### config.mk
export PLATFORM = sky130hd
export DESIGN_NAME = sigwf_divider
export DESIGN_NICKNAME = d
export VERILOG_FILES = /design/src/sv/sigwf_div_cell.sv /design/src/sv/sigwf_divider.sv
export SDC_FILE = /design/constraint.sdc
export NUM_CORES = 1
export LEC_CHECK = 0
export ABC_AREA = 1
export BUFFER_PORTS_ARGS = -buffer_cell sky130_fd_sc_hd__buf_2
export CORE_MARGIN = 8
export CORE_UTILIZATION = 55
export DETAILED_ROUTE_END_ITERATION = 10
export HOLD_SLACK_MARGIN = 0.08
export PLACE_DENSITY = 0.8
export SLEW_MARGIN = 20
export SYNTH_ARGS = -nofsm -noshare
export SYNTH_HDL_FRONTEND = slang
export SYNTH_HIERARCHICAL = 1
export SYNTH_SLANG_ARGS = --single-unit
### constraint.sdc
create_clock -name aclk -period 1.8 [get_ports aclk]
set_clock_uncertainty 0.2 [all_clocks]
set_input_delay 0.36 -clock aclk [delete_from_list [all_inputs] [get_ports aclk]]
set_output_delay 0.36 -clock aclk [all_outputs]
set_load 0.01 [all_outputs]
### src/sv/sigwf_div_cell.sv
`timescale 1ns / 1ps
module sigwf_div_cell #(
    parameter int SUM_W = 14,
    parameter int DIV_W = 6
) (
    input  logic                      aclk,
    input  logic                      aresetn,
    input  logic                      in_valid,
    input  logic [2:0][DIV_W-1:0]     in_rem,
    input  logic [2:0][SUM_W-1:0]     in_dvd,
    input  logic [2:0][SUM_W-1:0]     in_quo,
    input  logic [2:0][DIV_W-1:0]     in_div,
    output logic                      out_valid,
    output logic [2:0][DIV_W-1:0]     out_rem,
    output logic [2:0][SUM_W-1:0]     out_dvd,
    output logic [2:0][SUM_W-1:0]     out_quo,
    output logic [2:0][DIV_W-1:0]     out_div
);

    logic [2:0][DIV_W:0]   trial;
    logic [2:0][DIV_W-1:0] rem_next;
    logic [2:0]            qbit;

    // One restoring division step per lane: shift in the next dividend bit.
    always_comb begin
        for (int i = 0; i < 3; i++) begin
            trial[i] = {in_rem[i], in_dvd[i][SUM_W-1]};
            if (trial[i] >= {1'b0, in_div[i]}) begin
                qbit[i] = 1'b1;
                rem_next[i] = DIV_W'(trial[i] - {1'b0, in_div[i]});
            end else begin
                qbit[i] = 1'b0;
                rem_next[i] = trial[i][DIV_W-1:0];
            end
        end
    end

    always_ff @(posedge aclk) begin
        if (!aresetn) begin
            out_valid <= 1'b0;
        end else begin
            out_valid <= in_valid;
        end
        for (int i = 0; i < 3; i++) begin
            out_rem[i] <= rem_next[i];
            out_dvd[i] <= {in_dvd[i][SUM_W-2:0], 1'b0};
            out_quo[i] <= {in_quo[i][SUM_W-2:0], qbit[i]};
            out_div[i] <= in_div[i];
        end
    end

endmodule

### src/sv/sigwf_divider.sv
`timescale 1ns / 1ps
module sigwf_divider #(
    parameter int SUM_W = 14,
    parameter int DIV_W = 6
) (
    input  logic                  aclk,
    input  logic                  aresetn,
    input  logic                  in_valid,
    input  logic [2:0][SUM_W-1:0] in_sum,
    input  logic [2:0][DIV_W-1:0] in_cnt,
    output logic                  out_valid,
    output logic [2:0][SUM_W-1:0] out_quo
);

    logic                  v   [SUM_W+1];
    logic [2:0][DIV_W-1:0] rem [SUM_W+1];
    logic [2:0][SUM_W-1:0] dvd [SUM_W+1];
    logic [2:0][SUM_W-1:0] quo [SUM_W+1];
    logic [2:0][DIV_W-1:0] dv  [SUM_W+1];

    assign v[0] = in_valid;
    assign rem[0] = '0;
    assign dvd[0] = in_sum;
    assign quo[0] = '0;
    assign dv[0] = in_cnt;

    // One cell per quotient bit; the operands move one cell each cycle.
    for (genvar k = 0; k < SUM_W; k++) begin : g_cell
        sigwf_div_cell #(
            .SUM_W(SUM_W),
            .DIV_W(DIV_W)
        ) u_cell (
            .aclk     (aclk),
            .aresetn  (aresetn),
            .in_valid (v[k]),
            .in_rem   (rem[k]),
            .in_dvd   (dvd[k]),
            .in_quo   (quo[k]),
            .in_div   (dv[k]),
            .out_valid(v[k+1]),
            .out_rem  (rem[k+1]),
            .out_dvd  (dvd[k+1]),
            .out_quo  (quo[k+1]),
            .out_div  (dv[k+1])
        );
    end

    assign out_valid = v[SUM_W];
    assign out_quo = quo[SUM_W];

endmodule

==> impl_summary.md, run 1 <==
Min path
The min-delay analysis places its worst path in the category flop to flop. In this run the most critical hold path is launched from g_cell[2].u_cell/out_dvd[34]. For hold timing, the worst endpoint is g_cell[3].u_cell/out_dvd[35].

The worst hold path was traced through 0 stages.

Critical path
Data on the critical path arrives at its endpoint at 2.18 ns. The worst setup path category is flop to flop. Together, buffers and inverters on the worst path number 2. The worst setup path is captured at a flop.

Of all nets on the critical path, the largest fanout is 6. In this run the critical register-to-register path is captured at g_cell[6].u_cell/out_rem[17]. The count of cells along the worst register-to-register path is 8.

The critical path launch point type is a flop. Walking the worst path, the cells encountered are inv_1 -> ha_1 -> inv_1 -> nor2_2 -> nand3_2 -> nand3_4 -> nand3_2 -> nand2_1. On the critical path, the stage with the largest delay is an instance of sky130_fd_sc_hd__dfxtp_1. In this design, the stage delay of the slowest critical-path cell is 0.32 ns. The cell type group with the largest total delay on the critical path is simple AND/OR/NAND/NOR gates.

The worst register-to-register path begins at g_cell[5].u_cell/out_div[17]. The data required time at the worst endpoint is 2.17 ns. The setup check on the worst reg-to-reg path leaves a slack of -0.007 ns.

Pwr
For this design the ratio of total power to cell area is 1818 nW/um2. The leakage power is 24.08 nW. The worst ir drop on vdd is 1.162 mV.

CTS
The root buffer cell is sky130_fd_sc_hd__clkbuf_16. The clock tree buffer depth is 3. In this run, CTS created clock tree buffers numbering 102.

The count of clock tree sinks is 1070. After clock tree synthesis, the clock-pin slew on the worst setup and hold paths is 0.06 ns. TritonCTS built the clock tree. The maximum level of the CTS H-tree is 3. The latest clock arrival within the worst-skew pair is 0.64 ns.

Global route
The number of antenna violations at the first check in global routing is 1. After global routing the overflow that remains totals 0. Global routing used 16.20% of the available tracks.

The first global-routing pass estimated 114.7 mm of wire. Entering global routing, the biggest net connects 16 pins. The via count of the first global-routing pass is 26420.

Floorplan
The placeable core region is 73080 um2. The initial cell density of the core is 55.59%. The die width is 287.8 um.

The die covers 82810 um2. The count of pins on the block boundary is 106. In this run the vertical extent of the chip is 287.8 um. The floorplan has 99 rows.

Drt
The post-route DRC violation count is 0. Using the TritonRoute via totals, the vias-per-cell ratio works out to 4.726. The highest layer used for signal routing is met4. The overall via count from detail_route is 27374. The average wire length per cell after detail routing is 12.51 um. For this block, the routed nets add up to 72.46 mm of wire. The first-pass detailed-route iteration total is 5. The sum of met2 wire segment lengths after detailed routing is 38.83 mm. The first routing iteration left 1235 violations. Once detail routing completed, the nets flagged for antenna violations numbered 0. The routed design uses 2.667 mm of met3 wire. For this block, wires on met1 add up to 28.83 mm.

Place
Buffers placed on the I/O ports in this run total 105. The number of placed instances with taps included is 5498. The congestion estimate from routability-driven global placement came to 0.8900.

The HPWL after detailed placement is 48.64 mm.

Timing
The worst setup margin is -0.006789 ns. The final setup violation count is 1. The tightest hold path in the finished design has a slack of 0.1109 ns. The max-slew violation count is 0. Adding up every negative setup slack in the final design gives -0.006789 ns.

The routed design could run at a clock period as short as 1.807 ns. The count of final hold-check violations is 0. Timing would allow up to 553.5 MHz.

Setup repair after global routing could not meet its margin everywhere. In the finished design, the share of the clock period the worst path needs comes to 100.4%.

Synthesis
Summing every instance area after synthesis gives 40620 um2. Yosys printed 6 warnings. The post-synthesis instance total is 4315.

The post-synthesis area per instance is 9.415 um2.

Layout
The layout overhead on the synthesized area is 22.18%. The post-layout instance count excluding filler cells is 5792. The count of antenna diodes in the layout is 0. Of the cells placed in the final design, the portion with a size suffix greater than 1 is 25.84%. The final net count is 5142. The final core utilization is 67.91%.

Job
The tool flagged a number of max-cap violations equal to 0.

Outcome
The checks that failed: negative setup slack. The run finished, with violations left.
==> metrics by stage <==
stage	worst slack (ns)	instance area [um2]	power, mW
floorplan	0.05988	40760	57.06
global placement	-0.01917	43180	62.52
detailed placement	-0.1030	43180	63.79
CTS	0.0001592	47550	87.04
global route	-0.07259	49630	96.69
finish	-0.006789	49630	90.24
==> cell usage in the layout, fill, tap and decap left out, types with 11 or more instances in the layout <==
cell type and count:
sky130_fd_sc_hd__nor2_1 135, sky130_fd_sc_hd__o21ai_2 130, sky130_fd_sc_hd__bufinv_16 18, sky130_fd_sc_hd__o21ai_1 24, sky130_fd_sc_hd__a21oi_2 33, sky130_fd_sc_hd__clkinvlp_4 11, sky130_fd_sc_hd__nor2_2 60, sky130_fd_sc_hd__nand3_4 49
sky130_fd_sc_hd__or2_4 28, sky130_fd_sc_hd__or2_1 41, sky130_fd_sc_hd__inv_1 796, sky130_fd_sc_hd__dlygate4sd3_1 63, sky130_fd_sc_hd__xnor2_1 40, sky130_fd_sc_hd__nand4_1 104, sky130_fd_sc_hd__nand3_1 174, sky130_fd_sc_hd__dfxtp_2 62
sky130_fd_sc_hd__nand3b_1 64, sky130_fd_sc_hd__xor2_1 12, sky130_fd_sc_hd__nand3_2 65, sky130_fd_sc_hd__buf_2 103, sky130_fd_sc_hd__buf_12 23, sky130_fd_sc_hd__fa_2 37, sky130_fd_sc_hd__conb_1 38, sky130_fd_sc_hd__dfxtp_1 1006
sky130_fd_sc_hd__clkbuf_16 107, sky130_fd_sc_hd__ha_1 168, sky130_fd_sc_hd__inv_2 43, sky130_fd_sc_hd__clkbuf_1 19, sky130_fd_sc_hd__buf_4 120, sky130_fd_sc_hd__nand2_2 176, sky130_fd_sc_hd__ha_4 94, sky130_fd_sc_hd__ha_2 29
sky130_fd_sc_hd__clkinv_2 14, sky130_fd_sc_hd__nand2_1 890
==> state kept, by name, indices dropped and copies added, names as in the netlist <==
signal	flops
g_cell.u_cell/out_quo	315
g_cell.u_cell/out_dvd	273
g_cell.u_cell/out_div	234
g_cell.u_cell/out_rem	234
g_cell.u_cell/out_valid	14
==> cell type report <==
class,count,area (um2)
Clock buffer,134,2836
Sequential cell,1070,21510
Tap cell,959,1200
Multi-Input combinational cell,2422,17560
Clock inverter,54,794.5
Inverter,840,3156
Fill cell,5339,23450
Timing Repair Buffer,313,2582
==> how the worst max path moves through the flow <==
stage	to	from	cells past startpoint	slack (ns)
floorplan	g_cell[6].u_cell/out_rem[10]	g_cell[5].u_cell/out_dvd[27]	8	0.06
global placement	g_cell[10].u_cell/out_rem[0]	g_cell[9].u_cell/out_div[2]	7	-0.02
detailed placement	g_cell[9].u_cell/out_rem[0]	g_cell[8].u_cell/out_div[2]	7	-0.10
CTS	g_cell[11].u_cell/out_rem[13]	g_cell[10].u_cell/out_div[14]	8	0.0002
global route	g_cell[6].u_cell/out_rem[13]	g_cell[5].u_cell/out_div[17]	8	-0.07
finish	g_cell[6].u_cell/out_rem[17]	g_cell[5].u_cell/out_div[17]	8	-0.007
==> where the power goes <==
group,internal (mW),switching (mW),total [mW]
sequential,30.2,3.15,33.3
clock,13.7,8.79,22.5
combinational,15.4,19.0,34.4
total,59.3,31.0,90.2
==> repair_timing <==
action                                  in CTS  in global routing
pin swaps                                    3                 83
setup buffers                                1                 32
endpoints found under the setup margin      42                220
resized for setup                           20                363
hold buffers                                63                  2
cloned                                       1                  9
hold endpoints to repair                    81                  2
==> layer usage <==
metal  global-route usage [%]  up-vias
li1                         -    14148
met1                    17.28    12616
met2                    31.31      451
met3                    3.004      159
met4                    6.079        0
met5                        0        -
Note: power is estimated with default switching activity, not from simulation.
==> run 2: changes to the inputs <==
--- a/config.mk
+++ b/config.mk
@@ -5,7 +5,6 @@
 export SDC_FILE = /design/constraint.sdc
 export NUM_CORES = 1
 export LEC_CHECK = 0
-export ABC_AREA = 1
 export BUFFER_PORTS_ARGS = -buffer_cell sky130_fd_sc_hd__buf_2
 export CORE_MARGIN = 8
 export CORE_UTILIZATION = 55
==> run 2 against run 1 <==
  * The flow finishes with violations (negative hold slack, negative setup slack)
  * Sequential share of layout area down 1.2 points
  * Setup slack lost 0.29 ns
  * Synthesized area shrank 8.6%
  * Wire length decreased by 1.0%
  * Via count shrank 14%
  * Hold slack worse by 0.43 ns
  * Synthesized cell count is 32% lower
  * Non-clock buffer count up 471
  * Utilization rose by 8.5 points
==> impl_summary.md, run 2 <==
Global route
The via count of the first global-routing pass came to 25820. For this run the aggregate overflow at the end of global routing stands at 0. The overall routing resource usage is 18.34%. The number of antenna violations at the first check in global routing is 0. The maximum number of pins on one net before global-route repair is 16. The global-route wire length before repair is 116.7 mm.

CTS
The clock net in this run drives a total of 1070 sinks. The clock transition at the registers of the reported paths is 0.07 ns. The number of buffers inserted during clock tree synthesis is 101. The longest clock path from root to sink contains 3 buffers.

CTS built an H-tree with a depth of 3. TritonCTS built the clock tree. For the worst-skew pair, the clock arrives at the later sink with an insertion delay of 0.65 ns. The root buffer cell is sky130_fd_sc_hd__clkbuf_16.

Timing
For the final routed database, the setup TNS stands at -54.26 ns. The count of final hold-check violations was 4. After layout, the worst path uses 116.7% of the clock period.

Setup repair after global routing could not meet its margin everywhere. The final setup violation count is 250. The worst path in the final design needs a cycle of 2.100 ns, including I/O delays and setup. The final hold slack is -0.3162 ns. Static timing analysis puts the maximum clock frequency at 476.2 MHz. The worst setup margin is -0.2999 ns. The max-slew violation count is 0.

Place
The placer's final routability congestion estimate is 0.8587. The quantity of I/O buffers inserted on ports is 105. The placed instances occupy a cell area of 44950 um2. The HPWL after detailed placement is 47.34 mm.

Outcome
The flow ran to the end, but the final reports show violations. The checks that failed: negative hold slack, negative setup slack.

Critical path
The most critical setup path has its startpoint at g_cell[5].u_cell/out_dvd[13]. In this run the critical register-to-register path is launched from g_cell[5].u_cell/out_dvd[13]. The critical path is of the flop to flop type. The capturing element type of the critical path is a flop. The signal arrival time at the worst endpoint is 2.42 ns. Along the worst path, the maximum fanout reaches 3.

The critical path launch point type is a flop. The data required time at the worst endpoint is 2.12 ns.

Pwr
The cell internal power dissipation is 65.95 mW. Per report_power, the sequential group accounts for 35.4% of the total. The areal power density over the cells is 1817 nW/um2.

The proportion of power drawn by combinational gates is 40.7%. The switching power as a share of total power is 29.13%. The share of total power dissipated in the clock network is 23.9%.

The power after layout is 93.06 mW. Summed over all nets, the switching power comes to 27.10 mW. VDD sags by at most 0.7924 mV. For this design the static power due to leakage is 23.10 nW.

Job
The tool flagged a number of max-cap violations equal to 0.

Layout
The flip-flop count of the largest register after layout is 315. The layout overhead on the synthesized area is 37.84%. The number of filler cells placed in the layout is 3867. Leaving out fill and tap cells, the most frequent cell in the layout is sky130_fd_sc_hd__dfxtp_1.

The repair_antennas step left the layout with diodes totalling 0. Summing all multi-input logic gate instances after layout gives 17140 um2. The register with the most flip-flops is g_cell.u_cell/out_quo. In the layout the commonest cells are sky130_fd_sc_hd__dfxtp_1 (951), sky130_fd_sc_hd__buf_4 (510), sky130_fd_sc_hd__inv_1 (334). The final net count is 4248. The sequential cells in the finished layout cover a total of 21570 um2. The area of all placed cells without fillers is 51200 um2. In the final layout, the registers with the most flip-flops are g_cell.u_cell/out_quo (315), g_cell.u_cell/out_dvd (273). Cells with a size suffix above 1 make up 42.66% of the layout.

Synthesis
The number of warnings issued by yosys is 6. After technology mapping, the gate count stands at 2936. The post-synthesis cell area is 37150 um2.

In this run the mean area of a mapped cell was 12.65 um2.

Drt
The detail route stage leaves a number of antenna-violating nets equal to 0. The routed layout has 23616 vias. After detailed routing, the number of vias per cell comes to 4.911. The total detailed-routing wirelength is 71.72 mm. In the final routed layout, each cell accounts on average for 14.91 um. The DRC violation total after the first TritonRoute iteration is 763. After detailed routing, the number of remaining DRC violations is 0. The first-pass detailed-route iteration total is 4.

Floorplan
The die width is 275.9 um. After floorplanning, the core was sized to cover 67040 um2. The initialized floorplan defines 95 standard-cell rows.

The count of pins on the block boundary is 106. The die is 275.9 um tall. The full die area is 76120 um2. The initial utilization of the core area, before any placement, comes to 55.41%.

Min path
The type of the most critical hold path is input pin to flop. The worst hold path begins at in_cnt[6].
==> run 2: cell type report <==
class | count | share of cell area (%)
clock inverters | 49 | 1.354
clock buffers | 135 | 5.659
repair buffers | 784 | 12.12
well taps | 873 | 2.133
inverters | 411 | 3.120
multi-input cells | 1487 | 33.47
flip-flops and latches | 1070 | 42.13
==> run 2: path summary, 6_finish.rpt <==
| path | endpoint | slack (ns) | cells past startpoint |
|---|---|---|---|
| setup reg to reg | g_cell[6].u_cell/out_rem[3] | -0.30 | 8 |
| hold / removal | g_cell[0].u_cell/out_div[6] | -0.32 | 1 |
| setup / recovery | g_cell[6].u_cell/out_rem[3] | -0.30 | 8 |
| hold reg to reg | g_cell[9].u_cell/out_quo[1] | 0.12 | 0 |
==> run 2: metrics by stage <==
stage	hold WS (ns)	utilization (%)	setup slack, ns	instances
2_1_floorplan	0.1096	-	-0.2640	2968
6_report	-0.3162	76.38	-0.2999	4809
4_1_cts	-0.3621	75.29	-0.3195	4769
3_3_place_gp	0.1100	67.05	-0.4343	4483
3_5_place_dp	0.1121	67.05	-0.4983	4483
5_1_grt	-0.3444	76.38	-0.3787	4809
==> run 2: metal layers <==
layer  vias to the layer above  global-route usage [%]  part of all wire [%]
li1                      11758                       -                     -
met4                         0                   7.375                   3.3
met2                       355                   37.40                    57
met1                     11345                   18.02                    37
met3                       158                   2.926                   2.9
met5                         -                       0                     0
==> run 2: power by group through the flow <==
stage | logic [mW] | registers, mW | clock network [mW]
final | 37.9 | 32.9 | 22.3
after global routing | 40.8 | 33.5 | 23.8
after CTS | 36.3 | 32.9 | 22.7
after detailed placement | 33.3 | 33.1 | 0
after global placement | 31.6 | 32.9 | 0
after floorplan | 23.1 | 32.4 | 0
==> run 2: critical path, stage by stage (launching register included) <==
cell                       delay (ns)
sky130_fd_sc_hd__dfxtp_2         0.32
sky130_fd_sc_hd__inv_2           0.08
sky130_fd_sc_hd__ha_4            0.20
sky130_fd_sc_hd__nand2b_4        0.13
sky130_fd_sc_hd__a211oi_2        0.24
sky130_fd_sc_hd__o21ai_2         0.10
sky130_fd_sc_hd__a211oi_4        0.25
sky130_fd_sc_hd__buf_6           0.15
sky130_fd_sc_hd__mux2_4          0.29
==> run 2: timing repair <==
| item | in CTS | in global routing |
|---|---|---|
| endpoints found under the setup margin | 249 | 264 |
| hold buffers | 60 | 4 |
| gates resized for setup | 251 | 114 |
| buffers inserted | 43 | 46 |
| pin swaps | 32 | 30 |
| endpoints found under the hold margin | 77 | 10 |
